<file path="config.mk">
export PLATFORM = sky130hd
export DESIGN_NAME = mandelbrot_escape_time_top
export DESIGN_NICKNAME = d
export VERILOG_FILES = /design/src/rtl/core/mbet_pkg.sv /design/src/rtl/core/mbet_mul.sv /design/src/rtl/core/mbet_core.sv /design/src/rtl/core/mandelbrot_escape_time_top.sv
export SDC_FILE = /design/constraint.sdc
export NUM_CORES = 2
export LEC_CHECK = 0
export ABC_AREA = 1
export BUFFER_PORTS_ARGS = -buffer_cell sky130_fd_sc_hd__buf_2
export CORE_ASPECT_RATIO = 1.5
export CORE_UTILIZATION = 50
export CTS_BUF_LIST = sky130_fd_sc_hd__clkbuf_2
export DETAILED_ROUTE_END_ITERATION = 10
export GPL_TIMING_DRIVEN = 0
export PLACE_DENSITY = 0.68
export SLEW_MARGIN = 20
export SYNTH_ARGS = -nofsm -noshare
export SYNTH_HDL_FRONTEND = slang
export SYNTH_SLANG_ARGS = --single-unit
</file>
<file path="constraint.sdc">
create_clock -name clock -period 10.84 [get_ports clock]
set_input_delay 1.084 -clock clock [delete_from_list [all_inputs] [get_ports clock]]
set_output_delay 1.084 -clock clock [all_outputs]
set_load 0.05 [all_outputs]
</file>
<file path="src/rtl/core/mbet_pkg.sv">
// Shared types and constants for the Mandelbrot escape-time block.
package mbet_pkg;

   localparam int unsigned COORD_WIDTH = 32;
   localparam int unsigned STEP_WIDTH = 31;
   localparam int unsigned INDEX_WIDTH = 12;
   localparam int unsigned COUNT_WIDTH = 16;
   localparam int unsigned PRODUCT_WIDTH = 2 * COORD_WIDTH;
   localparam int unsigned FRACTION_BITS = 28;

   localparam int unsigned CSR_INDEX_WIDTH = 3;
   localparam logic [CSR_INDEX_WIDTH-1:0] CSR_X_ORIGIN = 3'd0;
   localparam logic [CSR_INDEX_WIDTH-1:0] CSR_Y_ORIGIN = 3'd1;
   localparam logic [CSR_INDEX_WIDTH-1:0] CSR_X_STEP = 3'd2;
   localparam logic [CSR_INDEX_WIDTH-1:0] CSR_Y_STEP = 3'd3;
   localparam logic [CSR_INDEX_WIDTH-1:0] CSR_ITER_LIMIT = 3'd4;

   localparam logic signed [COORD_WIDTH-1:0] X_ORIGIN_RESET = -32'sd469762048;
   localparam logic signed [COORD_WIDTH-1:0] Y_ORIGIN_RESET = -32'sd335544320;
   localparam logic [STEP_WIDTH-1:0] X_STEP_RESET = 31'd163840;
   localparam logic [STEP_WIDTH-1:0] Y_STEP_RESET = 31'd163840;
   localparam logic [COUNT_WIDTH-1:0] ITER_LIMIT_RESET = 16'd500;

   typedef struct packed {
      logic signed [COORD_WIDTH-1:0] x_origin;
      logic signed [COORD_WIDTH-1:0] y_origin;
      logic [STEP_WIDTH-1:0]         x_step;
      logic [STEP_WIDTH-1:0]         y_step;
      logic [COUNT_WIDTH-1:0]        iteration_limit;
   } cfg_type;

   typedef struct packed {
      logic                   valid;
      logic [COUNT_WIDTH-1:0] count;
   } result_type;

endpackage

</file>
<file path="src/rtl/core/mbet_mul.sv">
// Shared signed multiplier with a registered product.
module mbet_mul (
   input  logic                                     clock,
   input  logic signed [mbet_pkg::COORD_WIDTH-1:0]   operand_a,
   input  logic signed [mbet_pkg::COORD_WIDTH-1:0]   operand_b,
   output logic signed [mbet_pkg::PRODUCT_WIDTH-1:0] product_ff
);
   import mbet_pkg::*;

   logic signed [PRODUCT_WIDTH-1:0] product_in;

   assign product_in = operand_a * operand_b;

   always_ff @(posedge clock) begin
      product_ff <= product_in;
   end

endmodule

</file>
<file path="src/rtl/core/mbet_core.sv">
// Sequencer: maps a pixel to c and runs the escape-time loop on the shared multiplier.
module mbet_core (
   input  logic                                 clock,
   input  logic                                 reset,
   input  logic                                 start,
   input  logic [mbet_pkg::INDEX_WIDTH-1:0]     column,
   input  logic [mbet_pkg::INDEX_WIDTH-1:0]     row,
   input  mbet_pkg::cfg_type                    cfg,
   input  logic                                 result_take,
   output logic                                 busy,
   output mbet_pkg::result_type                 result
);
   import mbet_pkg::*;

   localparam int unsigned ESC_SHIFT = 2 * FRACTION_BITS + 2;
   localparam bit ESC_ON = (ESC_SHIFT < PRODUCT_WIDTH);
   localparam logic [PRODUCT_WIDTH-1:0] ESC_LIMIT =
      ESC_ON ? (64'd1 << ESC_SHIFT) : '0;
   localparam logic signed [PRODUCT_WIDTH-1:0] SAT_HIGH = 64'sd2147483647;
   localparam logic signed [PRODUCT_WIDTH-1:0] SAT_LOW = -64'sd2147483648;

   typedef enum logic [3:0] {
      ST_IDLE,
      ST_MUL_CX,
      ST_MUL_CY,
      ST_INIT,
      ST_MUL_RR,
      ST_MUL_II,
      ST_MUL_RI,
      ST_UPDATE,
      ST_DONE
   } state_type;

   function automatic logic signed [COORD_WIDTH-1:0] sat32(
      input logic signed [PRODUCT_WIDTH-1:0] v
   );
      logic signed [COORD_WIDTH-1:0] r;
      if (v > SAT_HIGH) begin
         r = SAT_HIGH[COORD_WIDTH-1:0];
      end else if (v < SAT_LOW) begin
         r = SAT_LOW[COORD_WIDTH-1:0];
      end else begin
         r = v[COORD_WIDTH-1:0];
      end
      return r;
   endfunction

   function automatic logic signed [PRODUCT_WIDTH-1:0] sext(
      input logic signed [COORD_WIDTH-1:0] v
   );
      return {{(PRODUCT_WIDTH-COORD_WIDTH){v[COORD_WIDTH-1]}}, v};
   endfunction

   state_type                       state_ff;
   logic                            check_ff;
   logic [COUNT_WIDTH-1:0]          count_ff;
   logic [INDEX_WIDTH-1:0]          column_ff;
   logic [INDEX_WIDTH-1:0]          row_ff;
   logic signed [COORD_WIDTH-1:0]   cr_ff;
   logic signed [COORD_WIDTH-1:0]   ci_ff;
   logic signed [COORD_WIDTH-1:0]   zr_ff;
   logic signed [COORD_WIDTH-1:0]   zi_ff;
   logic signed [PRODUCT_WIDTH-1:0] rr_ff;
   logic signed [PRODUCT_WIDTH-1:0] ii_ff;

   logic signed [COORD_WIDTH-1:0]   operand_a;
   logic signed [COORD_WIDTH-1:0]   operand_b;
   logic signed [PRODUCT_WIDTH-1:0] product_ff;

   logic signed [COORD_WIDTH-1:0]   cr_in;
   logic signed [COORD_WIDTH-1:0]   ci_in;
   logic signed [PRODUCT_WIDTH-1:0] diff;
   logic signed [COORD_WIDTH-1:0]   zr_in;
   logic signed [COORD_WIDTH-1:0]   zi_in;
   logic [PRODUCT_WIDTH-1:0]        magnitude;
   logic                            escaped;
   logic [COUNT_WIDTH:0]            count_next;
   logic                            at_limit;

   mbet_mul u_mul (
      .clock      (clock),
      .operand_a  (operand_a),
      .operand_b  (operand_b),
      .product_ff (product_ff)
   );

   // Operand select for the shared multiplier
   always_comb begin
      case (state_ff)
         ST_MUL_CX: begin
            operand_a = {{(COORD_WIDTH-INDEX_WIDTH){1'b0}}, column_ff};
            operand_b = {{(COORD_WIDTH-STEP_WIDTH){1'b0}}, cfg.x_step};
         end
         ST_MUL_CY: begin
            operand_a = {{(COORD_WIDTH-INDEX_WIDTH){1'b0}}, row_ff};
            operand_b = {{(COORD_WIDTH-STEP_WIDTH){1'b0}}, cfg.y_step};
         end
         ST_MUL_RR: begin
            operand_a = zr_ff;
            operand_b = zr_ff;
         end
         ST_MUL_II: begin
            operand_a = zi_ff;
            operand_b = zi_ff;
         end
         default: begin
            operand_a = zr_ff;
            operand_b = zi_ff;
         end
      endcase
   end

   // c and the z update; product_ff holds the result issued one state earlier
   assign cr_in = sat32(sext(cfg.x_origin) + product_ff);
   assign ci_in = sat32(sext(cfg.y_origin) + product_ff);
   assign diff = rr_ff - ii_ff;
   assign zr_in = sat32((diff >>> FRACTION_BITS) + sext(cr_ff));
   assign zi_in = sat32((product_ff >>> (FRACTION_BITS - 1)) + sext(ci_ff));

   assign magnitude = $unsigned(rr_ff) + $unsigned(product_ff);
   assign escaped = ESC_ON && (magnitude >= ESC_LIMIT);
   assign count_next = {1'b0, count_ff} + {{COUNT_WIDTH{1'b0}}, 1'b1};
   assign at_limit = (count_next == {1'b0, cfg.iteration_limit});

   always_ff @(posedge clock) begin
      if (reset) begin
         state_ff <= ST_IDLE;
         check_ff <= 1'b0;
         count_ff <= '0;
      end else begin
         case (state_ff)
            ST_IDLE: begin
               if (start) begin
                  column_ff <= column;
                  row_ff <= row;
                  state_ff <= ST_MUL_CX;
               end
            end
            ST_MUL_CX: begin
               state_ff <= ST_MUL_CY;
            end
            ST_MUL_CY: begin
               cr_ff <= cr_in;
               state_ff <= ST_INIT;
            end
            ST_INIT: begin
               ci_ff <= ci_in;
               zr_ff <= cr_ff;
               zi_ff <= ci_in;
               count_ff <= '0;
               check_ff <= 1'b0;
               if (cfg.iteration_limit == '0) begin
                  state_ff <= ST_DONE;
               end else begin
                  state_ff <= ST_MUL_RR;
               end
            end
            ST_MUL_RR: begin
               state_ff <= ST_MUL_II;
            end
            ST_MUL_II: begin
               rr_ff <= product_ff;
               state_ff <= ST_MUL_RI;
            end
            ST_MUL_RI: begin
               ii_ff <= product_ff;
               // test the z left by the previous update
               if (check_ff) begin
                  if (escaped) begin
                     state_ff <= ST_DONE;
                  end else begin
                     count_ff <= count_next[COUNT_WIDTH-1:0];
                     if (at_limit) begin
                        state_ff <= ST_DONE;
                     end else begin
                        state_ff <= ST_UPDATE;
                     end
                  end
               end else begin
                  state_ff <= ST_UPDATE;
               end
            end
            ST_UPDATE: begin
               zr_ff <= zr_in;
               zi_ff <= zi_in;
               check_ff <= 1'b1;
               state_ff <= ST_MUL_RR;
            end
            ST_DONE: begin
               if (result_take) begin
                  state_ff <= ST_IDLE;
               end
            end
            default: begin
               state_ff <= ST_IDLE;
            end
         endcase
      end
   end

   assign busy = (state_ff != ST_IDLE);
   assign result.valid = (state_ff == ST_DONE);
   assign result.count = count_ff;

endmodule

</file>
<file path="src/rtl/core/mandelbrot_escape_time_top.sv">
// Top level of the Mandelbrot escape-time counter: registers, core and result register.
//
//   channel   direction  handshake               payload
//   req       in         req_valid / req_stall   req_column[11:0], req_row[11:0]
//   rsp       out        rsp_valid / rsp_stall   rsp_iteration_count[15:0]
//   csr       in         csr_write_enable        csr_index[2:0], csr_write_data[31:0]
//
// One pixel keeps req_stall high from its accepting edge through MUL_CX, MUL_CY, INIT,
// the passes of MUL_RR, MUL_II, MUL_RI and UPDATE (none at limit zero), and DONE; the
// count shows on rsp_valid as that span ends. A full, stalled result register adds its wait.
// Each iteration uses the single 32x32 multiplier for three products (zr*zr, zi*zi,
// zr*zi) and a separate state for the update; the squares also feed the escape test.
// Synchronous reset loads the default view and limit 500 and empties the result register.
// req_stall is high while a pixel is in the core; a stalled result waits in the result
// register while the next transaction is already accepted.
module mandelbrot_escape_time_top (
   input  logic                                  clock,
   input  logic                                  reset,
   input  logic                                  req_valid,
   output logic                                  req_stall,
   input  logic [mbet_pkg::INDEX_WIDTH-1:0]      req_column,
   input  logic [mbet_pkg::INDEX_WIDTH-1:0]      req_row,
   output logic                                  rsp_valid,
   input  logic                                  rsp_stall,
   output logic [mbet_pkg::COUNT_WIDTH-1:0]      rsp_iteration_count,
   input  logic                                  csr_write_enable,
   input  logic [mbet_pkg::CSR_INDEX_WIDTH-1:0]  csr_index,
   input  logic [mbet_pkg::COORD_WIDTH-1:0]      csr_write_data
);
   import mbet_pkg::*;

   cfg_type                cfg_ff;
   logic                   rsp_valid_ff;
   logic [COUNT_WIDTH-1:0] rsp_count_ff;
   logic                   busy;
   logic                   start;
   logic                   result_take;
   logic                   slot_free;
   result_type             result;

   // Configuration registers; unknown indexes drop the write
   always_ff @(posedge clock) begin
      if (reset) begin
         cfg_ff.x_origin <= X_ORIGIN_RESET;
         cfg_ff.y_origin <= Y_ORIGIN_RESET;
         cfg_ff.x_step <= X_STEP_RESET;
         cfg_ff.y_step <= Y_STEP_RESET;
         cfg_ff.iteration_limit <= ITER_LIMIT_RESET;
      end else if (csr_write_enable) begin
         case (csr_index)
            CSR_X_ORIGIN: cfg_ff.x_origin <= csr_write_data;
            CSR_Y_ORIGIN: cfg_ff.y_origin <= csr_write_data;
            CSR_X_STEP: cfg_ff.x_step <= csr_write_data[STEP_WIDTH-1:0];
            CSR_Y_STEP: cfg_ff.y_step <= csr_write_data[STEP_WIDTH-1:0];
            CSR_ITER_LIMIT: cfg_ff.iteration_limit <= csr_write_data[COUNT_WIDTH-1:0];
            default: begin
            end
         endcase
      end
   end

   assign req_stall = busy;
   assign start = req_valid && !busy;

   mbet_core u_core (
      .clock       (clock),
      .reset       (reset),
      .start       (start),
      .column      (req_column),
      .row         (req_row),
      .cfg         (cfg_ff),
      .result_take (result_take),
      .busy        (busy),
      .result      (result)
   );

   // Result register: load when empty or being drained this cycle
   assign slot_free = !rsp_valid_ff || !rsp_stall;
   assign result_take = result.valid && slot_free;

   always_ff @(posedge clock) begin
      if (reset) begin
         rsp_valid_ff <= 1'b0;
      end else if (slot_free) begin
         rsp_valid_ff <= result.valid;
         if (result.valid) begin
            rsp_count_ff <= result.count;
         end
      end
   end

   assign rsp_valid = rsp_valid_ff;
   assign rsp_iteration_count = rsp_count_ff;

endmodule

</file>
== After elaboration in Yosys (flattened, before gate mapping) ==
Index checks and enable logic that the tools add are counted.
W data, S select, Z words.
Storage, ports and cells
  register bits after elaboration: 524
  input bits: 64
  output and inout port bits: 18
  logic and storage cells: 102
Cells by class
  $add $sub $neg: 7
  multipliers: 1
  $lt $le $gt $ge: 9
  equality and inequality tests: 17
  mux-type cells: 22
  bitwise gates (word level): 1
  reduce and logical (&&, ||, !) cells: 26
Operators with widths (count)
  $gt A64 B32 Y1 const B: 4
  $lt A64 B32 Y1 const B: 4
  $mux W32: 7
  $pmux W32 S3: 2
  $add A32 B64 Y64: 2
  $pmux W32 S2: 2
  $add A64 B64 Y64: 1
  $ge A64 B59 Y1 const B: 1
  $mul A32 B32 Y64: 1
  $sub A64 B64 Y64: 1
  $add A37 B32 Y38: 1
  $add A36 B32 Y37: 1
  $pmux W4 S9: 1
  $mux W16: 2
  $pmux W16 S2: 1
  $mux W4: 6
  $reduce_and A2 Y1: 11
  $add A16 B1 Y17 const B: 1
  $eq A17 B16 Y1: 1
  $eq A4 B3 Y1 const B: 4
  $logic_not A16 Y1: 1
  $reduce_and A3 Y1: 3
  $eq A4 B2 Y1 const B: 2
  $eq A3 B2 Y1 const B: 2
  other kinds (15): 21

== Longest topological paths before layout ==
  depth after elaboration: 6
  gate-level depth with buffers: 42

== By module ==
Synthesis repeated with hierarchy kept, for this count alone.
Unflattened totals
  cell total of the unflattened synthesis: 11660
  area total of the unflattened synthesis: 81849.8 sq um
By module, submodules not included
  mbet_mul: times used 1, cells each 5076, area each 40039.7 sq um
  mbet_core: times used 1, cells each 5757, area each 35721.8 sq um
  mandelbrot_escape_time_top: times used 1, cells each 827, area each 6088.3 sq um

== Worst setup path after synthesis ==
No wires, ideal clock.
  kind: register to register
  start point: reg u_core.state_ff[3]
  end point: reg u_core.u_mul.product_ff[58] (netlist name)
  setup time: 72 ps
  data arrival time: 8108 ps
  required time: 10768 ps
  slack: 2661 ps
  cell stages (with the launch flop): 37
  buffers on the path: 2
  cells stage by stage: dfxtp_1 nor2_1 nand2_1 nor2_2 inv_2 nand2_1 nor2_1 inv_2 buf_2 o2111ai_1 o21ai_1 clkbuf_1 nor2_1 fa_1 inv_1 fa_1 inv_1 fa_1 fa_1 inv_1 fa_1 inv_1 fa_1 inv_1 fa_1 inv_1 fa_1 ha_1 nand2_1 nor2_1 inv_1 nor3_1 nand3_1 nor4_1 nand2_1 nand3_1 xor2_1
Between the ends
  cells in the longest elaborated chain, start to end: 3
Ends and longest elaborated chain
  start, declared: line mbet_core.sv:54  | state_type state_ff;
  start signal, assigned: line mbet_core.sv:127  | state_ff <= ST_IDLE;
  start signal, assigned: line mbet_core.sv:136  | state_ff <= ST_MUL_CX;
  start signal, assigned: line mbet_core.sv:140  | state_ff <= ST_MUL_CY;
  $eq A4 B3 Y1 (tied with other cells): line mbet_core.sv:89  | case (state_ff)
  $pmux W32 S3: line mbet_core.sv:89
  $mul A32 B32 Y64 (*): line mbet_mul.sv:12  | assign product_in = operand_a * operand_b;
  named net u_core.u_mul.product_in[58]: line mbet_mul.sv:10  | logic signed [PRODUCT_WIDTH-1:0] product_in;
  end signal, assigned: line mbet_mul.sv:15  | product_ff <= product_in;
  end, declared: line mbet_mul.sv:6  | output logic signed [mbet_pkg::PRODUCT_WIDTH-1:0] product_ff
Mark *: on every way through the listed nets, which the timed path passes. The rest lies on a longest branch.
A chain may end at the register's enable or synchronous reset.

== Worst setup path after layout ==
  start point: reg u_core.state_ff[2]
  end point: reg u_core.u_mul.product_ff[54] (netlist name)
The elaborated chain is that of the path after synthesis.

==> impl_results.md <==
* Max-cap violations at 0
* Worst Setup Slack, final at -0.1486 ns
* CP max-delay cell: o21ai_1
* Worst-Margin Slew at 1.294 ns
* Mapped Nets at 12,230
* Max incr delay on CP at 0.60 ns
* Min Tclk post-route at 10.99 ns
* Ys async rst share at 0%
* Maximum clock path buffer count at 3
* Worst Reg-to-Reg Cells at 32
* TritonCTS clock tree: yes
* Cells after Synth at 10,570
* Area grow syn2layout at 7.629%
* Reg2reg start: u_core.state_ff[2]$_SDFFE_PP0P_
* Crit path kind: reg -> reg
* WL/cell at 29.26 um
* Top cell type's share of synthesized area at 27.76%
* Largest net degree at the start of global routing at 35
* Failing checks: negative setup slack
* RR Endpoint: u_core.u_mul.product_ff[54]$_DFF_P_
* Initial DRT Pass Iterations at 6
* Data arrival time of the critical path at 12.25 ns
* Iteration-0 DRC Markers at 6,567
* H-Tree Depth at 3
* Status: finished, violations left
* # rows at 177
* Vias after detailed routing at 76,320
* Count leader, synth: nand2_1
* Min-Delay Path Class: in -> reg
* Ports at 82
* CP Capture Point: u_core.u_mul.product_ff[54]$_DFF_P_
* R2R setup slack at -0.15 ns
* Critical path fanouts, max at 10
* Final ANT Viol Nets at 0
* Starting Density at 50.43%
* Final weighted congestion in routability-driven placement at 1.102
* Critical path endpoint category: flop
* Hold depth at 3
* RSZ-0062 raised after global routing: yes
* Primary FF master, synth: edfxtp_1
* Share of layout cells above drive strength 1 at 6.669%
* Fmax achieved at 91.00 MHz
* YS warnings at 0
* Overflow after GRT at 0
* Post-synth EDFFs at 296
* Dpl hpwl at 323.6 mm
* Yosys cell types at 67
* Final setup skew at 0.2015 ns
* Synth Area per Inst at 7.420 um^2
* DR vias/cell at 5.848
* First-pass GRT wire length at 540.5 mm
* Finish-stage setup viols at 5
* Num Clock Sinks at 524
* Post-route DRC at 0
* Final Max Tran Viols at 0
* Worst Hold Slack at 0.1092 ns
* Port buffer count at 80
* Leading post-synthesis cells by cell area: fa_1 (28%), nand2_1 (13%), edfxtp_1 (11%), inv_1 (9.7%), ha_1 (8.1%)
* GRT Total Usage at 48.68%
* Clk root buf: clkbuf_2
* Final wirelength at 381.9 mm
* Synthesized cell area at 78,400 um^2
* Register bit total from synthesis at 524
* Hold Vio Cnt, Final at 0
* Vias in the first global route at 78,660
* Post-synthesis sequential area ratio at 17.16%
* Final worst-path cycle share at 101.4%
* Worst-skew pair later-pin latency at 1.52 ns
* CP startpoint: u_core.state_ff[2]$_SDFFE_PP0P_
* Nets at 12,530
* Die footprint at 158,400 um^2
* Die W at 325.3 um
* Area leader, netlist: fa_1
* Antenna violations before repair at 39
* Clk slew on worst S/H paths at 0.13 ns
* Rel. slew slack at 13.38%
* Startpoint types: flop
* Total core area at 155,500 um^2
* Die H at 487.0 um
* Most frequent cells after synthesis: nand2_1 (2,621), inv_1 (2,019), nor2_1 (1,404)
* Num CTS Buffers at 110
* WP data required at 12.10 ns
[worst max-delay path: cells and delay by family, from the launching register on]
kind	cells	cell delay, ns
flip-flops	1	0.37
XOR/XNOR	1	0.17
AND/OR/NAND/NOR	13	2.72
AO/OA/AOI/OAI	3	1.18
adder cells (fa/ha/maj)	9	4.55
buffers and inverters	6	1.69
[cell families after synthesis]
group                      count (synthesis)  share of synthesized area (%)
buffers and inverters                   2313                          11.35
DFF                                      524                          17.16
adders and majority gates               1596                          35.88
AOI/OAI and AO/OA                       1216                          8.696
and+or+nand+nor                         4668                          24.08
xor gates and xnor gates                 249                          2.836
[layout by cell type (no fill, tap or decap), types with 18 or more instances in the layout]
master / count
nand2_1: 2620
inv_1: 2003
nor2_1: 1392
fa_1: 1084
a21oi_1: 547
ha_1: 509
o21ai_0: 362
edfxtp_1: 296
nand3_1: 261
dfxtp_1: 226
clkbuf_2: 205
xor2_1: 175
buf_2: 133
clkbuf_1: 109
nand4_1: 97
nand2_2: 80
xnor2_1: 70
nor3_1: 69
buf_4: 51
a31oi_1: 51
dlygate4sd3_1: 49
o21bai_1: 41
clkinv_1: 36
o2111ai_1: 34
diode_2: 32
a21o_1: 32
nor2_2: 28
nor4_1: 24
inv_2: 24
o21ai_2: 22
nand3b_1: 21
clkinv_2: 18
[routing by layer]
metal | share of wire [%] | up-vias | track usage, %
li1 | - | 33290 | -
met1 | 29 | 36490 | 44.64
met2 | 47 | 4511 | 81.97
met3 | 7.8 | 2026 | 10.71
met4 | 15 | 6 | 60.13
met5 | 0.012 | - | 0
[stage by stage]
step / util [%] / cells / TNS, ns / worst slack, ns / instance area, um^2
6_report: 54.28 / 13050 / -0.4220 / -0.1486 / 84380
5_1_grt: 54.23 / 13020 / -0.05947 / -0.05947 / 84310
4_1_cts: 54.09 / 13010 / 0 / 0.001358 / 84090
3_5_place_dp: 52.82 / 12740 / -11.97 / -1.053 / 82110
3_3_place_gp: 52.34 / 12700 / -44.21 / -1.958 / 81370
2_1_floorplan: - / 10570 / 0 / 2.661 / 78400
[timing repair]
item,4_1_cts,5_1_grt
setup endpoints to repair,29,22
buffers inserted,19,12
gates resized for setup,87,55
gates cloned,0,0
hold endpoints to repair,57,0
pin swaps,4,4
hold buffers,49,0
[registers in the layout, indices dropped and copies added (netlist names), 32 cells and up]
| name | count |
|---|---|
| u_core.rr_ff | 64 |
| u_core.zr_ff | 32 |
| cfg_ff | 142 |
| u_core.ci_ff | 32 |
| u_core.u_mul.product_ff | 64 |
| u_core.cr_ff | 32 |
| u_core.ii_ff | 64 |
| u_core.zi_ff | 32 |
[worst min path at each step]
| stage | endpoint | slack [ns] | from |
|---|---|---|---|
| 2_1_floorplan | cfg_ff[31]$_SDFFE_PP1P_ | 0.43 | cfg_ff[31]$_SDFFE_PP1P_ |
| 3_3_place_gp | cfg_ff[37]$_SDFFE_PP0P_ | 0.44 | cfg_ff[37]$_SDFFE_PP0P_ |
| 3_5_place_dp | rsp_iteration_count[15]$_DFFE_PP_ | 0.45 | u_core.count_ff[15]$_SDFFE_PP0P_ |
| 4_1_cts | cfg_ff[139]$_SDFFE_PP1P_ | 0.0001 | csr_write_data[29] |
| 5_1_grt | cfg_ff[67]$_SDFFE_PP0P_ | 0.09 | csr_write_data[20] |
| 6_report | cfg_ff[102]$_SDFFE_PP0P_ | 0.11 | csr_write_data[24] |
[area by class of cell]
type | count | area (um^2)
antenna | 32 | 80.08
multi-input combinational | 7729 | 56410
sequential | 524 | 13460
clock inverter | 45 | 299.0
buffer | 246 | 1259
clock buffer | 158 | 790.8
tap | 2058 | 2575
timing repair buffer | 198 | 1705
inverter | 2061 | 7804
fill | 15500 | 71090
Power is not shown: default switching activity piles up to over one toggle a cycle in this logic, so the estimate is an artifact.
